**src/hw/rtl/hmbs_pkg.sv**
```systemverilog
// ----------------------------------------------------------------------------
// Heightmap bilinear sampler package
// Widths, request kinds and defaults shared by the sampler modules.
// ----------------------------------------------------------------------------
package hmbs_pkg;

	localparam int GRID_SIZE_DEF = 256;

	localparam int ADDR_W   = 16;
	localparam int HEIGHT_W = 16;
	localparam int POS_W    = 17;
	localparam int FRAC_W   = 8;

	localparam int S_TDATA_W = 72;
	localparam int M_TDATA_W = 16;

	localparam logic REQ_WRITE = 1'b0;
	localparam logic REQ_QUERY = 1'b1;

endpackage

```
**src/hw/rtl/hmbs_axis.sv**
```systemverilog
// ----------------------------------------------------------------------------
// Heightmap sampler axis mapper
// Maps one signed Q9.8 world coordinate to a clamped Q.8 grid coordinate,
// floor(((pos + N/2) * (N-1)) / N), with an out-of-grid flag. The division
// by N is a reciprocal multiply with one correction step; three stages.
// ----------------------------------------------------------------------------
module hmbs_axis #(
	parameter int GRID_SIZE = hmbs_pkg::GRID_SIZE_DEF
) (
	input  logic                                             clk,
	input  logic signed [hmbs_pkg::POS_W-1:0]                pos,
	output logic [$clog2(GRID_SIZE)+hmbs_pkg::FRAC_W-1:0]    u,
	output logic                                             oor
);
	import hmbs_pkg::*;

	localparam int IW        = $clog2(GRID_SIZE);
	localparam int UOW       = IW + FRAC_W;
	localparam int FW        = POS_W + 3;
	localparam int WW        = POS_W + 3;
	localparam int UW        = POS_W + 5;
	localparam int SHIFT     = WW;
	localparam int RECIP     = (1 << SHIFT) / GRID_SIZE;
	localparam int MW        = $clog2(RECIP + 1);
	localparam int QW        = WW + MW - SHIFT;
	localparam int NW        = $clog2(GRID_SIZE + 1);
	localparam int HALF_OFS  = GRID_SIZE * 128;
	localparam int POS_MAX   = (1 << (POS_W - 1)) - 1;
	localparam int BIAS      = (POS_MAX + HALF_OFS) / GRID_SIZE + 1;
	localparam int BIAS_N    = BIAS * GRID_SIZE;
	localparam int TOP       = (GRID_SIZE - 1) * 256;

	localparam logic [MW-1:0] RECIP_C = MW'(RECIP);
	localparam logic [NW-1:0] N_C     = NW'(GRID_SIZE);

	logic signed [FW-1:0]    f;
	logic [WW-1:0]           w;
	logic signed [FW-1:0]    f_s1;
	logic [WW-1:0]           w_s1;
	logic [WW+MW-1:0]        prod_s1;
	logic [QW-1:0]           qe;
	logic signed [FW-1:0]    f_s2;
	logic [WW-1:0]           w_s2;
	logic [QW-1:0]           qe_s2;
	logic [QW+NW-1:0]        qn_s2;
	logic [WW-1:0]           r;
	logic [QW:0]             qc;
	logic signed [UW-1:0]    uf;
	logic                    lo;
	logic                    hi;

	// shift by half the grid, then bias so the negated value stays non-negative
	always_comb begin
		f = FW'(pos) + FW'(HALF_OFS);
		w = WW'(FW'(BIAS_N) - f);
	end

	always_comb begin
		qe = prod_s1[WW+MW-1:SHIFT];
	end

	always_comb begin
		r  = w_s2 - WW'(qn_s2);
		qc = (QW+1)'(qe_s2) + (QW+1)'(r >= WW'(GRID_SIZE));
		uf = UW'(f_s2) + UW'(qc) - UW'(BIAS);
		lo = uf < 0;
		hi = uf > TOP;
	end

	always_ff @(posedge clk) begin
		f_s1    <= f;
		w_s1    <= w;
		prod_s1 <= {{MW{1'b0}}, w} * {{WW{1'b0}}, RECIP_C};
		f_s2    <= f_s1;
		w_s2    <= w_s1;
		qe_s2   <= qe;
		qn_s2   <= (QW+NW)'(qe) * (QW+NW)'(N_C);
		oor     <= lo | hi;
		if (lo) begin
			u <= '0;
		end else if (hi) begin
			u <= UOW'(TOP);
		end else begin
			u <= uf[UOW-1:0];
		end
	end

endmodule

```
**config.mk**
```make
export PLATFORM = sky130hd
export DESIGN_NAME = hmbs_axis
export DESIGN_NICKNAME = d
export VERILOG_FILES = /design/src/hw/rtl/hmbs_pkg.sv /design/src/hw/rtl/hmbs_axis.sv
export SDC_FILE = /design/constraint.sdc
export NUM_CORES = 1
export LEC_CHECK = 0
export ABC_AREA = 1
export BUFFER_PORTS_ARGS = -buffer_cell sky130_fd_sc_hd__buf_2
export CORE_ASPECT_RATIO = 1.5
export CORE_MARGIN = 1
export CORE_UTILIZATION = 52
export DETAILED_ROUTE_END_ITERATION = 12
export GPL_TIMING_DRIVEN = 0
export PLACE_DENSITY = 0.75
export SYNTH_ARGS = -nofsm -noshare
export SYNTH_HDL_FRONTEND = slang
export SYNTH_SLANG_ARGS = --single-unit
```
**constraint.sdc**
```tcl
create_clock -name clk -period 2.51 [get_ports clk]
set_clock_uncertainty 0.05 [all_clocks]
set_input_delay 0.502 -clock clk [delete_from_list [all_inputs] [get_ports clk]]
set_output_delay 0.502 -clock clk [all_outputs]
set_load 0.02 [all_outputs]
```
# Word level (Yosys, flattened, before mapping)
# Cells that the tools add are included.
# W data, S select, Z words.
[classes]
add_sub_neg = 6
multipliers = 0
div = 0
order_cmp = 3
eq_ne = 0
n_shift = 0
muxes = 1
bitwise_logic = 1
reduce_logical = 1
[ops]
columns = ["cell", "count"]
rows = [
  ["$ge A20 B9 Y1 const B", 1],
  ["$gt A20 B17 Y1 const B", 1],
  ["$lt A20 B1 Y1 const B", 1],
  ["$sub A19 B10 Y20 const B", 1],
  ["$sub A19 B19 Y20", 1],
  ["$add A18 B14 Y19", 1],
  ["$sub A18 B18 Y19 const A", 1],
  ["$add A17 B17 Y18 const B", 1],
  ["$mux W16", 1],
  ["$add A12 B1 Y13", 1],
  ["$reduce_or A2 Y1", 1],
  ["$or A1 B1 Y1", 1],
]
[totals]
regBits = 102
latch_bits = 0
ramBits = 0
rom_bits = 0
n_memories = 0

# Longest topological paths before layout
# Gate-level depths: netlist of run 1.
[logic_depth]
ltp_word = 7
depth_mapped = 19
mapped_depth_nobuf = 19

# Least setup slack after synthesis of run 1
# OpenSTA, ideal clock, no wires.
[synth_path]
path_kind = "reg-to-reg"
from = "register f_s2[1]"
to = "register u[10] (netlist name)"
t_arrival_ps = 2194
t_required_ps = 2351
slack_ps = 157
path_stages_with_launch = 18
n_path_buf = 0
period_less_slack_ps = 2353
path_cell_list = "dfxtp_1 ha_1 ha_1 fa_1 nand2_1 inv_1 nand2_1 nand2_1 nand2_1 nand2_1 nand4_1 nand2_1 nand2_1 nand2_4 nor2_8 nand3_1 nand2_1 inv_1"
[synth_via]
elab_chain_len = 4
word_cells_on_any_way = 5
cone_classes = "add/sub: 2; order compare: 2; mux: 1"
[synth_rtl]
columns = ["element", "line", "rtl"]
rows = [
  ["start: declaration", "hmbs_axis.sv:42", "logic signed [FW-1:0] f_s2;"],
  ["start signal: assignment", "hmbs_axis.sv:74", "f_s2 <= f_s1;"],
  ["$add A18 B14 Y19 *", "hmbs_axis.sv:65", "uf = UW'(f_s2) + UW'(qc) - UW'(BIAS);"],
  ["$sub A19 B10 Y20 *", "hmbs_axis.sv:65", ""],
  ["$gt A20 B17 Y1", "hmbs_axis.sv:67", "hi = uf > TOP;"],
  ["$mux W16", "hmbs_axis.sv:81", "end else if (hi) begin"],
  ["end signal: assignment", "hmbs_axis.sv:82", "u <= UOW'(TOP);"],
  ["end signal: assignment", "hmbs_axis.sv:84", "u <= uf[UOW-1:0];"],
  ["end: declaration", "hmbs_axis.sv:12", "output logic [$clog2(GRID_SIZE)+hmbs_pkg::FRAC_W-1:0] u,"],
]
# Every way passes the cells marked *; elsewhere a longest branch is shown, timed or not.
# A chain may end at the register's enable or synchronous reset.

# Worst setup path in the final report of run 1
[layout_path]
from = "register w_s2[9]"
to = "register u[8] (netlist name)"
[layout_via]
elab_chain_len = 7
word_cells_on_any_way = 8
cone_classes = "add/sub: 4; order compare: 3; mux: 1"
[layout_rtl]
columns = ["element", "line", "rtl"]
rows = [
  ["start: declaration", "hmbs_axis.sv:43", "logic [WW-1:0] w_s2;"],
  ["start signal: assignment", "hmbs_axis.sv:75", "w_s2 <= w_s1;"],
  ["$sub A19 B19 Y20 *", "hmbs_axis.sv:63", "r = w_s2 - WW'(qn_s2);"],
  ["$ge A20 B9 Y1 *", "hmbs_axis.sv:64", "qc = (QW+1)'(qe_s2) + (QW+1)'(r >= WW'(GRID_SIZE));"],
  ["$add A12 B1 Y13 *", "hmbs_axis.sv:64", ""],
  ["$add A18 B14 Y19 *", "hmbs_axis.sv:65", ""],
  ["$sub A19 B10 Y20 *", "hmbs_axis.sv:65", ""],
  ["$gt A20 B17 Y1", "hmbs_axis.sv:67", ""],
  ["$mux W16", "hmbs_axis.sv:81", ""],
]
# Marked as above.

==> results of run 1 <==
==> per-layer routing <==
| layer | share of wire | up-vias | track usage |
|---|---|---|---|
| met1 | 0.37 | 1196 | 0.205 |
| li1 | - | 1374 | - |
| met2 | 0.56 | 71 | 0.359 |
| met5 | 0 | - | 0 |
| met4 | 0.043 | 0 | 0.159 |
| met3 | 0.033 | 26 | 0.0441 |
==> power by group through the flow <==
stage,sequential (mW),combinational (mW),clock [mW]
6_report,1.31,0.835,1.03
5_1_grt,1.33,0.925,1.11
4_1_cts,1.31,0.688,1.06
3_5_place_dp,1.34,0.660,0
3_3_place_gp,1.34,0.648,0
2_1_floorplan,1.41,0.440,0
==> sequential cells by signal, summed over array words and instances, names as in the netlist <==
| signal | cells |
|---|---|
| w_s2 | 12 |
| oor | 1 |
| f_s2 | 17 |
| prod_s1 | 11 |
| f_s1 | 18 |
| u | 16 |
==> logic make-up after synthesis <==
| group | synth area share |
|---|---|
| flops | 0.444 |
| buf+inv | 0.0955 |
| xor+xnor | 0.0207 |
| fa+ha+maj | 0.121 |
| simple gates | 0.287 |
| compound gates | 0.0322 |
==> worst max-delay path: stages, from the launching register on <==
cell                      delay (ns)
sky130_fd_sc_hd__dfxtp_2        0.33
sky130_fd_sc_hd__ha_4           0.24
sky130_fd_sc_hd__ha_4           0.16
sky130_fd_sc_hd__fa_2           0.35
sky130_fd_sc_hd__nand2_2        0.09
sky130_fd_sc_hd__inv_2          0.05
sky130_fd_sc_hd__nand2_2        0.09
sky130_fd_sc_hd__nand2_4        0.07
sky130_fd_sc_hd__nand2_4        0.08
sky130_fd_sc_hd__nand2_4        0.05
sky130_fd_sc_hd__nand4_1        0.10
sky130_fd_sc_hd__nand2_1        0.09
sky130_fd_sc_hd__nand2_2        0.08
sky130_fd_sc_hd__nand2_4        0.08
sky130_fd_sc_hd__nor2_4         0.13
sky130_fd_sc_hd__buf_12         0.14
sky130_fd_sc_hd__nand3_2        0.08
sky130_fd_sc_hd__nand2_1        0.07
sky130_fd_sc_hd__inv_1          0.03
==> layout make-up <==
class                   instances  area (um^2)  share of cell area
clock buffers                  10          138              0.0326
clock inverters                 5         86.3              0.0205
inverters                      86          323              0.0765
multi-input cells             255         1840               0.436
flip-flops and latches         75         1500               0.356
well taps                      74         92.6              0.0219
repair buffers                 41          235              0.0558
==> layout by cell type, fill, tap and decap left out, types with 3 or more instances in the layout <==
cell / n
sky130_fd_sc_hd__buf_2: 34
sky130_fd_sc_hd__clkbuf_8: 10
sky130_fd_sc_hd__a21oi_1: 8
sky130_fd_sc_hd__inv_1: 82
sky130_fd_sc_hd__nand3_2: 8
sky130_fd_sc_hd__nand2_1: 85
sky130_fd_sc_hd__nand2_2: 21
sky130_fd_sc_hd__buf_4: 6
sky130_fd_sc_hd__a21oi_2: 4
sky130_fd_sc_hd__xor2_1: 8
sky130_fd_sc_hd__dfxtp_1: 73
sky130_fd_sc_hd__nor2_4: 3
sky130_fd_sc_hd__nand4_1: 3
sky130_fd_sc_hd__ha_1: 21
sky130_fd_sc_hd__nand3b_1: 4
sky130_fd_sc_hd__inv_2: 4
sky130_fd_sc_hd__nor2_1: 16
sky130_fd_sc_hd__nor2_2: 13
sky130_fd_sc_hd__nand2_4: 9
sky130_fd_sc_hd__nand3_1: 21
sky130_fd_sc_hd__ha_4: 9
==> metrics by stage <==
| step | TNS (ns) | instance area [um^2] |
|---|---|---|
| finish | 0 | 4220 |
| detailed placement | -1.49 | 3640 |
| global placement | -0.722 | 3640 |
| floorplan | 0 | 3380 |
| CTS | 0 | 3930 |
| global route | -1.13 | 4220 |
==> final timing paths <==
path	to	slack, ns	cells past startpoint
min	f_s1[0]	0.21	1
max	u[8]	0.04	18
min reg2reg	w_s2[16]	0.27	0
max reg2reg	u[8]	0.04	18
==> repair_timing <==
action,4_1_cts,5_1_grt
cloned,1,2
resized for setup,8,50
endpoints found under the setup margin,17,17
pin swaps,8,21
setup buffers,3,4
==> flow_metrics.env, run 1 <==
export IMPL_outcome="completed"
export IMPL_synth_avg_cell_area_um2=8.19
export IMPL_design_power_total_mw=3.18
export IMPL_clk_insertion_delay_late_ns=0.35
export IMPL_drt_pass1_iter_count=4
export IMPL_proportion_of_synthesized_chip_area_in_sequential_cells=0.444
export IMPL_synth_cell_types=32
export IMPL_yosys_cell_count_top_type="sky130_fd_sc_hd__nand2_1"
export IMPL_end_kind="flip-flop"
export IMPL_final_max_slew_viol_count=0
export IMPL_layout_core_utilization=0.678
export IMPL_place_gp_congestion=0.834
export IMPL_post_synth_top_area_fraction=0.444
export IMPL_report_final_setup_viol=0
export IMPL_async_flop_share=0
export IMPL_synth_nets=463
export IMPL_via_count=2667
export IMPL_fin_ws_ns=0.0381
export IMPL_cts_root_buffer="sky130_fd_sc_hd__clkbuf_8"
export IMPL_cts_tree="done"
export IMPL_finalNonFillerCells=546
export IMPL_dp_slack_ns=-0.115
export IMPL_startpoint="w_s2[9]"
export IMPL_antenna_found_initial=0
export IMPL_share_clk_of_total_power=0.325
export IMPL_wire_per_inst_um=12.3
export IMPL_grt_setup_unrepaired="true"
export IMPL_min_delay_start="pos[0]"
export IMPL_vias_per_std_cell=4.88
export IMPL_yosys_warnings=0
export IMPL_tightest_slew_ns=0.262
export IMPL_track_usage=0.207
export IMPL_cts_clk_slew_worst_paths_ns=0.08
export IMPL_fp_dieH_um=101
export IMPL_fin_worst_hold_slack_ns=0.214
export IMPL_timing_max_cap_violations=0
export IMPL_power_switching_mw=0.994
export IMPL_reg2reg_from="w_s2[9]"
export IMPL_cell_internal_pwr_mw=2.19
export IMPL_min_delay_path_class="primary input to flip-flop"
export IMPL_h_tree_depth=3
export IMPL_cts_num_sinks=75
export IMPL_clock_tree_buffer_depth=2
export IMPL_criticalPathCategory="flip-flop to flip-flop"
export IMPL_comb_power_share=0.262
export IMPL_vias_in_the_first_global_route=2480
export IMPL_fin_crit_ns=2.47
export IMPL_ys_top_cells_by_area="sky130_fd_sc_hd__dfxtp_1 44%, sky130_fd_sc_hd__ha_1 11%, sky130_fd_sc_hd__nand2_1 11%"
export IMPL_grt_pass1_wl_mm=10.2
export IMPL_cts_hold_repair_buffers=0
export IMPL_nets=518
export IMPL_power_per_cell_area_nw_per_um2=754
export IMPL_post_route_cells_drive_above_1_share=0.297
export IMPL_synth_cells=413
export IMPL_detail_route_antenna_nets=0
export IMPL_p_sw_frac=0.312
export IMPL_areaGrowthSynthToFinish_pct=24.8
export IMPL_crit_fanout=5
export IMPL_grt_max_degree=14
export IMPL_mappedNetlistArea_um2=3380
export IMPL_final_min_period_over_clock_period=0.985
export IMPL_drc=0
export IMPL_max_clock_freq_ghz=0.405
export IMPL_routed_wl_mm=6.73
export IMPL_power_frac_seq=0.413
export IMPL_die_width_um=67.8
export IMPL_io_pins=35
export IMPL_initial_core_util=0.544
export IMPL_netlist_top_cell_by_area="sky130_fd_sc_hd__dfxtp_1"
export IMPL_vdd_ir_drop_max_mv=0.465
export IMPL_cp_data_arrival_time_ns=2.68
export IMPL_final_hold_violation_count=0
export IMPL_slew_headroom=0.823
export IMPL_synth_main_ff_cell="sky130_fd_sc_hd__dfxtp_1"
export IMPL_std_cell_rows=35
export IMPL_first_iter_violations=77
export IMPL_grt_ovf=0
export IMPL_worst_endpoint_required_ns=2.72
export IMPL_cts_buffers=9
export IMPL_power_leakage_nw=2.22
export IMPL_placed_cells=521
export IMPL_dieArea_um2=6830
export IMPL_cp_start_kind="flip-flop"
export IMPL_post_detailed_placement_half_perimeter_wirelength_mm=4.28
export IMPL_count_of_flip_flops_with_a_built_in_enable_after_synthesis=0
export IMPL_antenna_diode_count=0
export IMPL_core_um2=6220
export IMPL_port_buffer_count=34
export IMPL_synth_cells_most_frequent="103 x sky130_fd_sc_hd__nand2_1, 84 x sky130_fd_sc_hd__inv_1, 75 x sky130_fd_sc_hd__dfxtp_1"
export IMPL_postSynthRegisterBits=75
export IMPL_fillers=501
Power figures use the tool's default switching activity.
==> run 2: changes to the inputs <==
--- a/config.mk
+++ b/config.mk
@@ -5,14 +5,13 @@
 export SDC_FILE = /design/constraint.sdc
 export NUM_CORES = 1
 export LEC_CHECK = 0
-export ABC_AREA = 1
 export BUFFER_PORTS_ARGS = -buffer_cell sky130_fd_sc_hd__buf_2
 export CORE_ASPECT_RATIO = 1.5
 export CORE_MARGIN = 1
-export CORE_UTILIZATION = 52
+export CORE_UTILIZATION = 51
 export DETAILED_ROUTE_END_ITERATION = 12
 export GPL_TIMING_DRIVEN = 0
-export PLACE_DENSITY = 0.75
+export PLACE_DENSITY = 0.74
 export SYNTH_ARGS = -nofsm -noshare
 export SYNTH_HDL_FRONTEND = slang
 export SYNTH_SLANG_ARGS = --single-unit
==> flow_metrics.env, run 2 <==
export IMPL_outcome="finished, violations left"
export IMPL_violations="negative setup slack"
export IMPL_dieArea_um2=6060
export IMPL_final_max_slew_viol_count=0
export IMPL_cts_clk_slew_worst_paths_ns=0.08
export IMPL_port_buffer_count=34
export IMPL_fp_dieH_um=94.9
export IMPL_comb_power_share=0.263
export IMPL_initial_core_util=0.534
export IMPL_synth_cells=277
export IMPL_wire_per_inst_um=13.6
export IMPL_synth_cell_types=46
export IMPL_core_um2=5490
export IMPL_synth_cells_most_frequent="75 x sky130_fd_sc_hd__dfxtp_1, 31 x sky130_fd_sc_hd__ha_1, 27 x sky130_fd_sc_hd__inv_1"
export IMPL_share_clk_of_total_power=0.290
export IMPL_global_route_peak_usage_layer="met2"
export IMPL_cts_tree="done"
export IMPL_fin_ws_ns=-0.380
export IMPL_grt_use_met3=0.0616
export IMPL_detail_route_antenna_nets=0
export IMPL_grt_pass1_wl_mm=8.67
export IMPL_p_sw_frac=0.290
export IMPL_tightest_slew_ns=0.439
export IMPL_async_flop_share=0
export IMPL_power_frac_seq=0.447
export IMPL_proportion_of_synthesized_chip_area_in_sequential_cells=0.512
export IMPL_max_clock_freq_ghz=0.346
export IMPL_via_count=2168
export IMPL_cts_root_buffer="sky130_fd_sc_hd__clkbuf_8"
export IMPL_drc=0
export IMPL_slew_headroom=0.707
export IMPL_fin_crit_ns=2.89
export IMPL_h_tree_depth=3
export IMPL_track_usage=0.193
export IMPL_min_delay_path_class="primary input to flip-flop"
export IMPL_end_kind="flip-flop"
export IMPL_vias_in_the_first_global_route=1991
export IMPL_worst_endpoint_required_ns=2.69
export IMPL_slowest_delay_ns=0.38
export IMPL_yosys_cell_count_top_type="sky130_fd_sc_hd__dfxtp_1"
export IMPL_power_per_cell_area_nw_per_um2=757
export IMPL_most_common_layout_cells="73 x sky130_fd_sc_hd__dfxtp_1, 34 x sky130_fd_sc_hd__buf_2, 26 x sky130_fd_sc_hd__inv_1"
export IMPL_vdd_ir_drop_max_mv=0.447
export IMPL_ys_top_cells_by_area="sky130_fd_sc_hd__dfxtp_1 51%, sky130_fd_sc_hd__ha_1 13%, sky130_fd_sc_hd__a21oi_1 3.6%"
export IMPL_largest_register_ffs=18
export IMPL_cell_internal_pwr_mw=2.07
export IMPL_global_route_usage_met2=0.347
export IMPL_crit_slowest_cell="sky130_fd_sc_hd__and4b_2"
export IMPL_synth_nets=327
export IMPL_post_synth_top_area_fraction=0.512
export IMPL_critPathBufInv=0
export IMPL_cts_buffers=9
export IMPL_synth_main_ff_cell="sky130_fd_sc_hd__dfxtp_1"
export IMPL_drt_pass1_iter_count=4
export IMPL_leading_cell_type_in_the_layout_fill_and_taps_excluded="sky130_fd_sc_hd__dfxtp_1"
export IMPL_post_route_cells_drive_above_1_share=0.378
export IMPL_netlist_top_cell_by_area="sky130_fd_sc_hd__dfxtp_1"
export IMPL_critPathTopFamily="simple AND/OR/NAND/NOR gates"
export IMPL_nets=387
export IMPL_routed_wl_mm=5.58
export IMPL_antenna_found_initial=0
export IMPL_fin_tns_setup_ns=-5.03
export IMPL_clock_tree_buffer_depth=2
export IMPL_std_cell_rows=33
export IMPL_grt_max_degree=13
export IMPL_yosys_warnings=0
export IMPL_areaGrowthSynthToFinish_pct=31.6
export IMPL_place_gp_congestion=0.848
export IMPL_reg_top3="f_s1: 18 flops, f_s2: 17 flops, u: 16 flops"
export IMPL_crit_fanout=5
export IMPL_report_final_setup_viol=17
export IMPL_power_switching_mw=0.847
export IMPL_antenna_diode_count=0
export IMPL_grt_ovf=0
export IMPL_grtUsageMet1=0.184
export IMPL_vias_per_std_cell=5.27
export IMPL_mappedNetlistArea_um2=2930
export IMPL_final_hold_violation_count=0
export IMPL_clk_insertion_delay_late_ns=0.34
export IMPL_reg_with_most_ffs="f_s1"
export IMPL_cp_start_kind="flip-flop"
export IMPL_postSynthRegisterBits=75
export IMPL_dp_slack_ns=-0.638
export IMPL_power_leakage_nw=1.68
export IMPL_first_iter_violations=83
export IMPL_cts_num_sinks=75
export IMPL_final_min_period_over_clock_period=1.15
export IMPL_synth_avg_cell_area_um2=10.6
export IMPL_die_width_um=63.9
export IMPL_criticalPathCategory="flip-flop to flip-flop"
export IMPL_post_detailed_placement_half_perimeter_wirelength_mm=3.52
export IMPL_path_cells="ha_1 -> ha_2 -> fa_2 -> a21o_1 -> nand4_1 -> a21oi_4 -> o31ai_4 -> o41ai_2 -> nor2_1 -> and4b_2 -> nor3_1"
export IMPL_timing_max_cap_violations=0
export IMPL_io_pins=35
export IMPL_count_of_flip_flops_with_a_built_in_enable_after_synthesis=0
export IMPL_cp_data_arrival_time_ns=3.08
export IMPL_grt_setup_unrepaired="true"
-- run 2: changes by cell type after synthesis, sizes merged, moves of 8 or more --
cell	change
nand2	-106
nor2	-20
xnor2	+8
inv	-59
nand3	-28
o21ai	+11
a21oi	+9
-- run 2: logic make-up after synthesis --
group,count (synthesis),synth area share
XOR/XNOR,20,0.0597
flip-flops,75,0.512
AND/OR/NAND/NOR,60,0.121
AO/OA/AOI/OAI,59,0.127
adder cells (fa/ha/maj),32,0.139
buffers and inverters,31,0.0410
-- run 2: worst paths after layout --
kind              slack, ns       to  cells past startpoint  startpoint
hold / removal         0.22  f_s1[2]                      1      pos[2]
hold reg to reg        0.27  f_s2[2]                      0     f_s1[2]
setup reg to reg      -0.38     u[4]                     11     f_s2[1]
setup / recovery      -0.38     u[4]                     11     f_s2[1]
-- run 2: worst reg2reg max path, delay by kind of cell, from the launching register on --
kind | cells | cell delay [ns]
AOI/OAI and AO/OA | 4 | 0.73
DFF | 1 | 0.31
and+or+nand+nor | 4 | 0.86
adders and majority gates | 3 | 0.84
-- run 2: timing repair --
action,CTS,global route
endpoints found under the setup margin,17,17
resized for setup,33,27
hold buffers,0,0
buffers inserted,9,5
gates cloned,1,1
pin swaps,22,21
-- run 2: stage by stage --
stage / total power [mW] / hold WS [ns] / cell area [um^2] / cells / utilization
2_1_floorplan: 1.75 / 0.260 / 3020 / 277 / -
3_3_place_gp: 1.87 / 0.262 / 3280 / 381 / 0.597
3_5_place_dp: 1.88 / 0.262 / 3280 / 381 / 0.597
4_1_cts: 2.83 / 0.209 / 3680 / 405 / 0.669
5_1_grt: 3.08 / 0.198 / 3860 / 411 / 0.703
6_report: 2.92 / 0.224 / 3860 / 411 / 0.703
-- run 2: power groups by stage --
stage | clock [mW] | combinational [mW] | sequential [mW]
6_report | 0.847 | 0.768 | 1.30
3_3_place_gp | 0 | 0.539 | 1.33
2_1_floorplan | 0 | 0.371 | 1.38
4_1_cts | 0.868 | 0.659 | 1.31
3_5_place_dp | 0 | 0.548 | 1.33
5_1_grt | 0.939 | 0.830 | 1.31
-- run 2: layout make-up --
cell class | count | area (um^2)
Multi-Input combinational cell | 173 | 1690
Sequential cell | 75 | 1500
Tap cell | 70 | 87.6
Inverter | 27 | 101
Clock inverter | 4 | 52.6
Clock buffer | 11 | 131
Fill cell | 420 | 1630
Timing Repair Buffer | 48 | 279
Buffer | 3 | 16.3
-- run 2: routing by layer --
metal,vias to the layer above,part of all wire
met5,-,0
met2,70,0.53
li1,1079,-
met4,0,0.067
met1,993,0.36
met3,26,0.044
==> run 3: changes to the inputs <==
--- a/config.mk
+++ b/config.mk
@@ -12,6 +12,7 @@
 export DETAILED_ROUTE_END_ITERATION = 12
 export GPL_TIMING_DRIVEN = 0
 export PLACE_DENSITY = 0.74
+export RECOVER_POWER = 25
 export SYNTH_ARGS = -nofsm -noshare
 export SYNTH_HDL_FRONTEND = slang
 export SYNTH_SLANG_ARGS = --single-unit
==> flow_metrics.env, run 3 (synthesis results as in run 2) <==
export IMPL_tightest_slew_ns=0.439
export IMPL_path_cells="ha_1 -> ha_2 -> fa_2 -> a21o_1 -> nand4_1 -> a21oi_4 -> o31ai_4 -> o41ai_2 -> nor2_1 -> and4b_2 -> nor3_1"
export IMPL_final_hold_violation_count=0
export IMPL_track_usage=0.193
export IMPL_critPathBufInv=0
export IMPL_rrSetupSlack_ns=-0.38
export IMPL_fin_ws_ns=-0.380
export IMPL_reg2reg_to="u[4]"
export IMPL_min_delay_path_class="primary input to flip-flop"
export IMPL_r2r_worst_path_cells=11
export IMPL_timing_max_cap_violations=0
export IMPL_reg_top3="f_s1: 18 flops, f_s2: 17 flops, u: 16 flops"
export IMPL_first_iter_violations=81
export IMPL_die_width_um=63.9
export IMPL_post_route_cells_drive_above_1_share=0.343
export IMPL_nets=387
export IMPL_crit_fanout=5
export IMPL_leading_cell_type_in_the_layout_fill_and_taps_excluded="sky130_fd_sc_hd__dfxtp_1"
export IMPL_clk_insertion_delay_late_ns=0.34
export IMPL_cts_clk_slew_worst_paths_ns=0.08
export IMPL_grt_setup_unrepaired="true"
export IMPL_via_count=2164
export IMPL_violations="negative setup slack"
export IMPL_post_detailed_placement_half_perimeter_wirelength_mm=3.52
export IMPL_hold_end="f_s1[2]"
export IMPL_routed_wl_mm=5.60
export IMPL_grt_ovf=0
export IMPL_slowest_delay_ns=0.38
export IMPL_clock_tree_buffer_depth=2
export IMPL_fp_dieH_um=94.9
export IMPL_place_gp_congestion=0.848
export IMPL_wire_per_inst_um=13.6
export IMPL_crit_slowest_cell="sky130_fd_sc_hd__and4b_2"
export IMPL_slew_headroom=0.707
export IMPL_power_leakage_nw=1.64
export IMPL_dieArea_um2=6060
export IMPL_initial_core_util=0.534
export IMPL_detailed_place_area_um2=3280
export IMPL_largest_register_ffs=18
export IMPL_final_max_slew_viol_count=0
export IMPL_outcome="finished, violations left"
export IMPL_drt_pass1_iter_count=4
export IMPL_cts_buffers=9
export IMPL_whs_path_depth=1
export IMPL_cts_num_sinks=75
export IMPL_fin_crit_ns=2.89
export IMPL_io_pins=35
export IMPL_layout_core_utilization=0.700
export IMPL_grt_pass1_wl_mm=8.67
export IMPL_cts_hold_repair_buffers=0
export IMPL_vias_per_std_cell=5.27
export IMPL_detail_route_antenna_nets=0
export IMPL_max_clock_freq_ghz=0.346
export IMPL_end_kind="flip-flop"
export IMPL_report_final_setup_viol=17
export IMPL_fin_tns_setup_ns=-5.03
export IMPL_final_min_period_over_clock_period=1.15
export IMPL_cp_start_kind="flip-flop"
export IMPL_power_per_cell_area_nw_per_um2=759
export IMPL_final_cell_area_um2=3840
export IMPL_reg2reg_from="f_s2[1]"
export IMPL_drc=0
export IMPL_vdd_ir_drop_max_mv=0.447
export IMPL_worst_endpoint_required_ns=2.70
export IMPL_cts_root_buffer="sky130_fd_sc_hd__clkbuf_8"
export IMPL_finalNonFillerCells=411
export IMPL_critPathTopFamily="simple AND/OR/NAND/NOR gates"
export IMPL_core_um2=5490
export IMPL_port_buffer_count=34
export IMPL_criticalPathCategory="flip-flop to flip-flop"
export IMPL_std_cell_rows=33
export IMPL_antenna_found_initial=0
export IMPL_cts_tree="done"
export IMPL_min_delay_start="pos[2]"
export IMPL_placed_cells=381
export IMPL_reg_with_most_ffs="f_s1"
export IMPL_cp_data_arrival_time_ns=3.08
export IMPL_antenna_diode_count=0
export IMPL_vias_in_the_first_global_route=1991
export IMPL_h_tree_depth=3
export IMPL_areaGrowthSynthToFinish_pct=31.1
export IMPL_most_common_layout_cells="73 x sky130_fd_sc_hd__dfxtp_1, 26 x sky130_fd_sc_hd__inv_1, 22 x sky130_fd_sc_hd__buf_2"
export IMPL_grt_max_degree=13
-- run 3: cell count changes in the layout (fill, tap and decap cells not counted) --
| cell | previous run | this run |
|---|---|---|
| sky130_fd_sc_hd__buf_2 | 34 | 22 |
| sky130_fd_sc_hd__clkbuf_1 | 3 | 15 |
-- run 3: stage by stage --
stage / setup WS (ns) / power, mW / hold WS, ns
detailed placement: -0.638 / 1.88 / 0.262
floorplan: -0.210 / 1.75 / 0.260
CTS: -0.327 / 2.83 / 0.209
global placement: -0.580 / 1.87 / 0.262
global route: -0.507 / 3.08 / 0.198
finish: -0.380 / 2.92 / 0.224
-- run 3: worst max path at each step --
stage | from | end | slack (ns) | cells past startpoint
global placement | f_s2[2] | oor | -0.58 | 10
finish | f_s2[1] | u[4] | -0.38 | 11
CTS | f_s2[1] | u[5] | -0.33 | 11
detailed placement | f_s2[2] | oor | -0.64 | 10
global route | w_s2[18] | u[0] | -0.51 | 13
floorplan | f_s2[1] | oor | -0.21 | 11
-- run 3: layout make-up --
cell class	instances	area (um^2)
clock buffers	11	131
well taps	70	87.6
clock inverters	4	52.6
repair buffers	48	264
flip-flops and latches	75	1500
inverters	27	101
fillers	418	1650
plain buffers	3	16.3
multi-input cells	173	1690
-- run 3: layer usage --
layer	up-vias	part of all wire	global-route usage
met3	26	0.044	0.0616
met2	70	0.53	0.347
li1	1079	-	-
met4	0	0.068	0.136
met1	989	0.36	0.184
met5	-	0	0
-- run 3: power breakdown --
part / internal (mW) / switching [mW] / leakage (nW)
logic: 0.333 / 0.433 / 0.922
clock network: 0.456 / 0.392 / 0.0934
registers: 1.28 / 0.0224 / 0.629
-- run 3: timing repair --
item                                   in CTS  in global routing
endpoints found under the hold margin       0                  0
setup endpoints to repair                  17                 17
pin swaps                                  22                 21
cloned                                      1                  1
resized for setup                          33                 27
buffers inserted                            9                  5
